`config.mk`:
```
export PLATFORM = sky130hd
export DESIGN_NAME = phase_angle_dimmer
export DESIGN_NICKNAME = d
export VERILOG_FILES = /design/src/pad_pkg.sv /design/src/phase_angle_dimmer.sv
export SDC_FILE = /design/constraint.sdc
export NUM_CORES = 2
export LEC_CHECK = 0
export ABC_CLOCK_PERIOD_IN_PS = 14700
export BUFFER_PORTS_ARGS = -buffer_cell sky130_fd_sc_hd__buf_2
export CORE_MARGIN = 2
export CORE_UTILIZATION = 55
export CTS_BUF_LIST = sky130_fd_sc_hd__clkbuf_8
export CTS_CLUSTER_DIAMETER = 50
export DETAILED_ROUTE_END_ITERATION = 8
export PLACE_DENSITY = 0.73
export SLEW_MARGIN = 40
export SYNTH_ARGS = -nofsm -noshare
export SYNTH_HDL_FRONTEND = slang
export SYNTH_SLANG_ARGS = --single-unit
```
`constraint.sdc`:
```
create_clock -name clk_i -period 14.7 [get_ports clk_i]
set_input_delay 0.735 -clock clk_i [delete_from_list [all_inputs] [get_ports clk_i]]
set_output_delay 0.735 -clock clk_i [all_outputs]
set_load 0.05 [all_outputs]
```
`src/pad_pkg.sv`:
```
`timescale 1ns / 1ps

package pad_pkg;

  // Full-scale output level. Kept a power of two so the delay scaling is a shift.
  localparam int unsigned FULL_SCALE = 1024;
  localparam int unsigned VRANGE_LOG2 = $clog2(FULL_SCALE);

  // Default width of the wrapping tick counter (16 to 32).
  localparam int unsigned COUNT_WIDTH = 32;

  localparam int unsigned LEVEL_WIDTH  = 11;
  localparam int unsigned DELAY_WIDTH  = $clog2(FULL_SCALE + 1);
  localparam int unsigned PERIOD_WIDTH = 32;

  localparam int unsigned S_TDATA_WIDTH = 8;
  localparam int unsigned M_TDATA_WIDTH = ((1 + PERIOD_WIDTH + 7) / 8) * 8;

endpackage

```
`src/phase_angle_dimmer.sv`:
```
`timescale 1ns / 1ps

// A result is registered and appears on m_axis in the cycle after its tick item is accepted.
// Throughput: one item per cycle while m_axis_tready is high; the delay multiply, the firing-tick sum and
// the firing compare all sit in the single stage ahead of the result register.
// Reset (rst_ni low, asynchronous): counter, pulse marks, firing tick, period and
// gate clear to zero, the level clears to zero (full delay), no result is pending.
module phase_angle_dimmer #(
  parameter int unsigned COUNT_WIDTH = pad_pkg::COUNT_WIDTH
) (
  input  logic                                clk_i,
  input  logic                                rst_ni,
  // Level register write port.
  input  logic                                cfg_we_i,
  input  logic [pad_pkg::LEVEL_WIDTH-1:0]     cfg_wdata_i,
  // Tick items in.
  input  logic                                s_axis_tvalid,
  output logic                                s_axis_tready,
  input  logic [pad_pkg::S_TDATA_WIDTH-1:0]   s_axis_tdata,  // [0] sync_level, rest zero
  // Results out.
  output logic                                m_axis_tvalid,
  input  logic                                m_axis_tready,
  output logic [pad_pkg::M_TDATA_WIDTH-1:0]   m_axis_tdata   // [0] gate, [32:1] period_ticks
);

  localparam int unsigned CW   = COUNT_WIDTH;
  localparam int unsigned DW   = pad_pkg::DELAY_WIDTH;
  localparam int unsigned PW   = pad_pkg::PERIOD_WIDTH;
  localparam int unsigned MW   = pad_pkg::M_TDATA_WIDTH;
  localparam int unsigned PRW  = CW + DW;
  localparam int unsigned SHFT = pad_pkg::VRANGE_LOG2;

  logic [DW-1:0] delay_q;
  logic [CW-1:0] tick_q, pulse_start_q, pulse_end_q, fire_q, period_q, half_q;
  logic          prev_sync_q, gate_q;
  logic [CW-1:0] tick_d, pulse_start_d, pulse_end_d, fire_d, period_d, half_d;
  logic          prev_sync_d, gate_d;

  logic          m_valid_q;
  logic [MW-1:0] m_data_q;

  logic          accept;
  logic          sync;
  logic          rising, falling;
  logic [PRW-1:0] product;
  logic [CW-1:0]  offs;
  logic [CW-1:0]  width_diff, width_sum;

  // The result register frees up whenever its item is taken in the same cycle.
  assign s_axis_tready = !m_valid_q || m_axis_tready;
  assign accept        = s_axis_tvalid && s_axis_tready;
  assign sync          = s_axis_tdata[0];

  assign m_axis_tvalid = m_valid_q;
  assign m_axis_tdata  = m_data_q;

  // Level is held as the firing delay, already clamped to full scale.
  always_ff @(posedge clk_i or negedge rst_ni) begin
    if (!rst_ni) begin
      delay_q <= DW'(pad_pkg::FULL_SCALE);
    end else if (cfg_we_i) begin
      if (32'(cfg_wdata_i) >= pad_pkg::FULL_SCALE) begin
        delay_q <= '0;
      end else begin
        delay_q <= DW'(pad_pkg::FULL_SCALE - 32'(cfg_wdata_i));
      end
    end
  end

  always_comb begin
    tick_d        = tick_q + CW'(1);
    rising        = sync && !prev_sync_q;
    falling       = !sync && prev_sync_q;
    prev_sync_d   = sync;
    pulse_start_d = rising ? tick_d : pulse_start_q;
    pulse_end_d   = falling ? tick_d : pulse_end_q;
    period_d      = rising ? (tick_d - pulse_start_q) : period_q;

    product = PRW'(delay_q) * PRW'(period_d);
    offs    = product[SHFT +: CW];

    // half_q always holds the halved width of the most recent pulse marks.
    fire_d = rising ? (tick_d + half_q + offs) : fire_q;

    // Signed half of the new width, rounded toward zero.
    width_diff = pulse_end_d - pulse_start_d;
    width_sum  = width_diff + CW'(width_diff[CW-1]);
    half_d     = {width_sum[CW-1], width_sum[CW-1:1]};

    gate_d = rising ? 1'b0 : gate_q;
    if (tick_d == fire_d) begin
      gate_d = 1'b1;
    end
  end

  always_ff @(posedge clk_i or negedge rst_ni) begin
    if (!rst_ni) begin
      tick_q        <= '0;
      pulse_start_q <= '0;
      pulse_end_q   <= '0;
      fire_q        <= '0;
      period_q      <= '0;
      half_q        <= '0;
      prev_sync_q   <= 1'b0;
      gate_q        <= 1'b0;
    end else if (accept) begin
      tick_q        <= tick_d;
      pulse_start_q <= pulse_start_d;
      pulse_end_q   <= pulse_end_d;
      fire_q        <= fire_d;
      period_q      <= period_d;
      half_q        <= half_d;
      prev_sync_q   <= prev_sync_d;
      gate_q        <= gate_d;
    end
  end

  always_ff @(posedge clk_i or negedge rst_ni) begin
    if (!rst_ni) begin
      m_valid_q <= 1'b0;
    end else if (accept) begin
      m_valid_q <= 1'b1;
    end else if (m_axis_tready) begin
      m_valid_q <= 1'b0;
    end
  end

  always_ff @(posedge clk_i) begin
    if (accept) begin
      m_data_q <= MW'({PW'(period_d), gate_d});
    end
  end

endmodule

```
==> results by group <==
Hold path
  • Hold WC Path Type: in -> async

Layout
  • Multi-input logic area: 0.0198 sq mm
  • Final net count: 3764
  • Most frequent cells in the layout: nand2_1 (538), inv_1 (427), fa_1 (301), dfrtp_1 (202), o21ai_0 (190)
  • Proportion of layout cells with a drive suffix above 1: 8.47%
  • Area delta synth->final: 7.90%
  • Commonest non-fill, non-tap cell in the layout: nand2_1
  • Fill cells: 4191
  • FF+latch area: 0.00612 sq mm

Clocking
  • Clock Latency Late Sink: 650 ps
  • H-tree levels: 2
  • # clock sinks: 238
  • Cts bufs inserted: 48
  • Root Driver: clkbuf_8
  • CTS Buffer Depth: 3
  • CTS tree: done
  • Clock-pin slew on the worst setup and hold paths: 60 ps

STA
  • Post-layout minimum cycle time: 13920 ps
  • TNS Setup: 0 ps
  • Final worst path period share: 94.7%
  • Final Skew: 36.0 ps
  • Max-slew violation count: 0
  • RSZ-0062 raised after global routing: no
  • Least-Margin Pin Slew: 851 ps
  • Fmax achieved: 71.8 MHz
  • Slew HR: 42.7%
  • Final setup fails: 0
  • Fin. Hold Viols: 0

Global route
  • First-pass GRT wire length: 121000 microns
  • Pin count of the biggest net entering global routing: 102
  • Vias in the first global route: 23.5k
  • GRT Util Overall: 28.8%
  • Antenna violations before repair: 0
  • Grt ovf: 0

Critical path
  • Most frequent CP cell: fa_1
  • Crit path DAT: 14490 ps
  • Crit start category: flop
  • Slowest CP cell: fa_1
  • Critical path endpoint category: flop
  • Largest stage delay, worst path: 530 ps
  • Kind of critical path: reg -> reg
  • Max FO, Critical Path: 12
  • Required @ worst endpoint: 15260 ps

Logic synthesis
  • Post-synthesis cell type count: 86
  • Mapped cell area: 0.0280 sq mm
  • Yosys warns: 0
  • Synth top area cells: fa_1 (22%), dfrtp_1 (18%), ha_1 (7.6%), nand2_1 (7.2%), inv_1 (5.5%)
  • FF+latch count, synth: 238
  • Post-synth EDFFs: 33
  • Area share of the largest cell type after synthesis: 21.5%
  • Sequential share of the synthesized area: 21.9%
  • Syn Area/Cell: 8.60 sq um
  • Top cell type by total area after synthesis: fa_1
  • Ys flop type: dfrtp_1
  • Async set-reset flop share out of synthesis: 86.1%
  • Syn Inst Count: 3253

Routing
  • DRC Markers: 0
  • DRT Pass-1 Iters: 5
  • Final ANT Viol Nets: 0
  • Routed vias/inst: 5.73
  • Routed len/inst: 18.4 microns
  • Initial DRC Count: 1739
  • WL final: 73400 microns
  • Via Count: 22.8k

Die
  • Ports: 66
  • Die area: 0.0527 sq mm
  • Chip Width: 230 microns
  • Die Y: 230 microns
  • CORE AREA: 0.0502 sq mm
  • Initial Util: 55.8%
  • Row count: 82

Place
  • GP Congestion: 0.956
  • Post-detail-place hpwl: 56100 microns
  • Port Buffers: 51

Run
  • Maximum capacitance violations: 0

Outcome
  • Outcome: finished clean
## per-stage QoR
step | area, sq um | setup slack [ps] | hold WS, ps | util (%) | instances
CTS | 30100 | 504 | 63.3 | 60.0 | 3975
global route | 30200 | 35.8 | 111 | 60.2 | 3979
detailed placement | 29000 | 594 | 462 | 57.8 | 3887
floorplan | 28000 | 2130 | 438 | - | 3259
global placement | 29000 | 887 | 450 | 57.8 | 3887
finish | 30200 | 776 | 62.9 | 60.2 | 3980
## final timing paths
check	from	to	slack, ps	cells past startpoint
worst max register to register	tick_q[0]	gate_q	780	52
worst min-delay path	rst_ni	m_axis_tvalid	60	1
max in group asynchronous	rst_ni	period_q[10]	12940	3
min in group clk_i	s_axis_tvalid	m_axis_tvalid	320	2
worst max-delay path	tick_q[0]	gate_q	780	52
worst min register to register	period_q[19]	period_q[19]	480	2
## sequential cells by signal, summed over array words and instances, names as in the netlist, 11 cells and up
register / count
delay_q: 11
half_q: 31
pulse_end_q: 32
m_axis_tdata: 33
tick_q: 32
period_q: 32
pulse_start_q: 32
fire_q: 32
## worst max-delay path, delay by kind of cell (launching register included)
family,cells,cell delay [ps]
AO/OA/AOI/OAI,22,5010
XOR/XNOR,3,1070
adder cells (fa/ha/maj),10,4320
buffers and inverters,7,810
flip-flops,1,480
AND/OR/NAND/NOR,10,2160
## Yosys cell counts (all sizes together), types with 6 or more instances
master   count
xnor2      137
a21boi       7
mux2i       17
nor2       149
a2111oi      6
xor2        82
o211ai      14
and3        23
or3         15
dfrtp      204
a221oi       7
a31oi       22
o31ai       28
o21a        25
buf         26
o311ai       6
a211oi      20
o21ai      198
a221o        6
nand2b      28
and2       143
nand4       27
clkbuf     136
fa         301
nor3        45
ha         170
mux2        44
and4         6
nand2      540
inv        414
nand3b       6
o22ai       10
o21bai      20
a21oi      124
or4          7
nor3b       10
nor2b       14
nor4        13
nand3       50
edfxtp      33
a21o        64
## per-layer routing
layer  vias to the layer above  GRT usage [%]  wire length [microns]
li1                      10700              -                      -
met1                     11100           38.3                  31500
met2                       821           47.4                  34300
met3                       194           3.93                   4550
met4                         0           12.2                   3060
met5                         -              0                      0
## layout make-up
class / count / area share (%)
clock inverter: 31 / 0.929
tap: 672 / 2.79
antenna: 1 / 0.00829
sequential: 238 / 20.3
multi-input combinational: 2445 / 65.5
timing repair buffer: 122 / 2.72
inverter: 414 / 5.16
clock buffer: 57 / 2.60
## timing repair
item | in CTS | in global routing
gates resized for setup | 0 | 9
hold buffers | 0 | 0
setup buffers | 0 | 3
setup endpoints to repair | 0 | 2
## logic make-up after synthesis
logic type	count (synthesis)	synth area share (%)
other cells	1	0.0134
simple gates	1088	18.1
mux	61	2.42
compound gates	595	13.4
flops	238	21.9
buf+inv	576	7.85
xor+xnor	223	7.21
fa+ha+maj	471	29.1
Power is not shown: default switching activity piles up to over one toggle a cycle in this logic, so the estimate is an artifact.
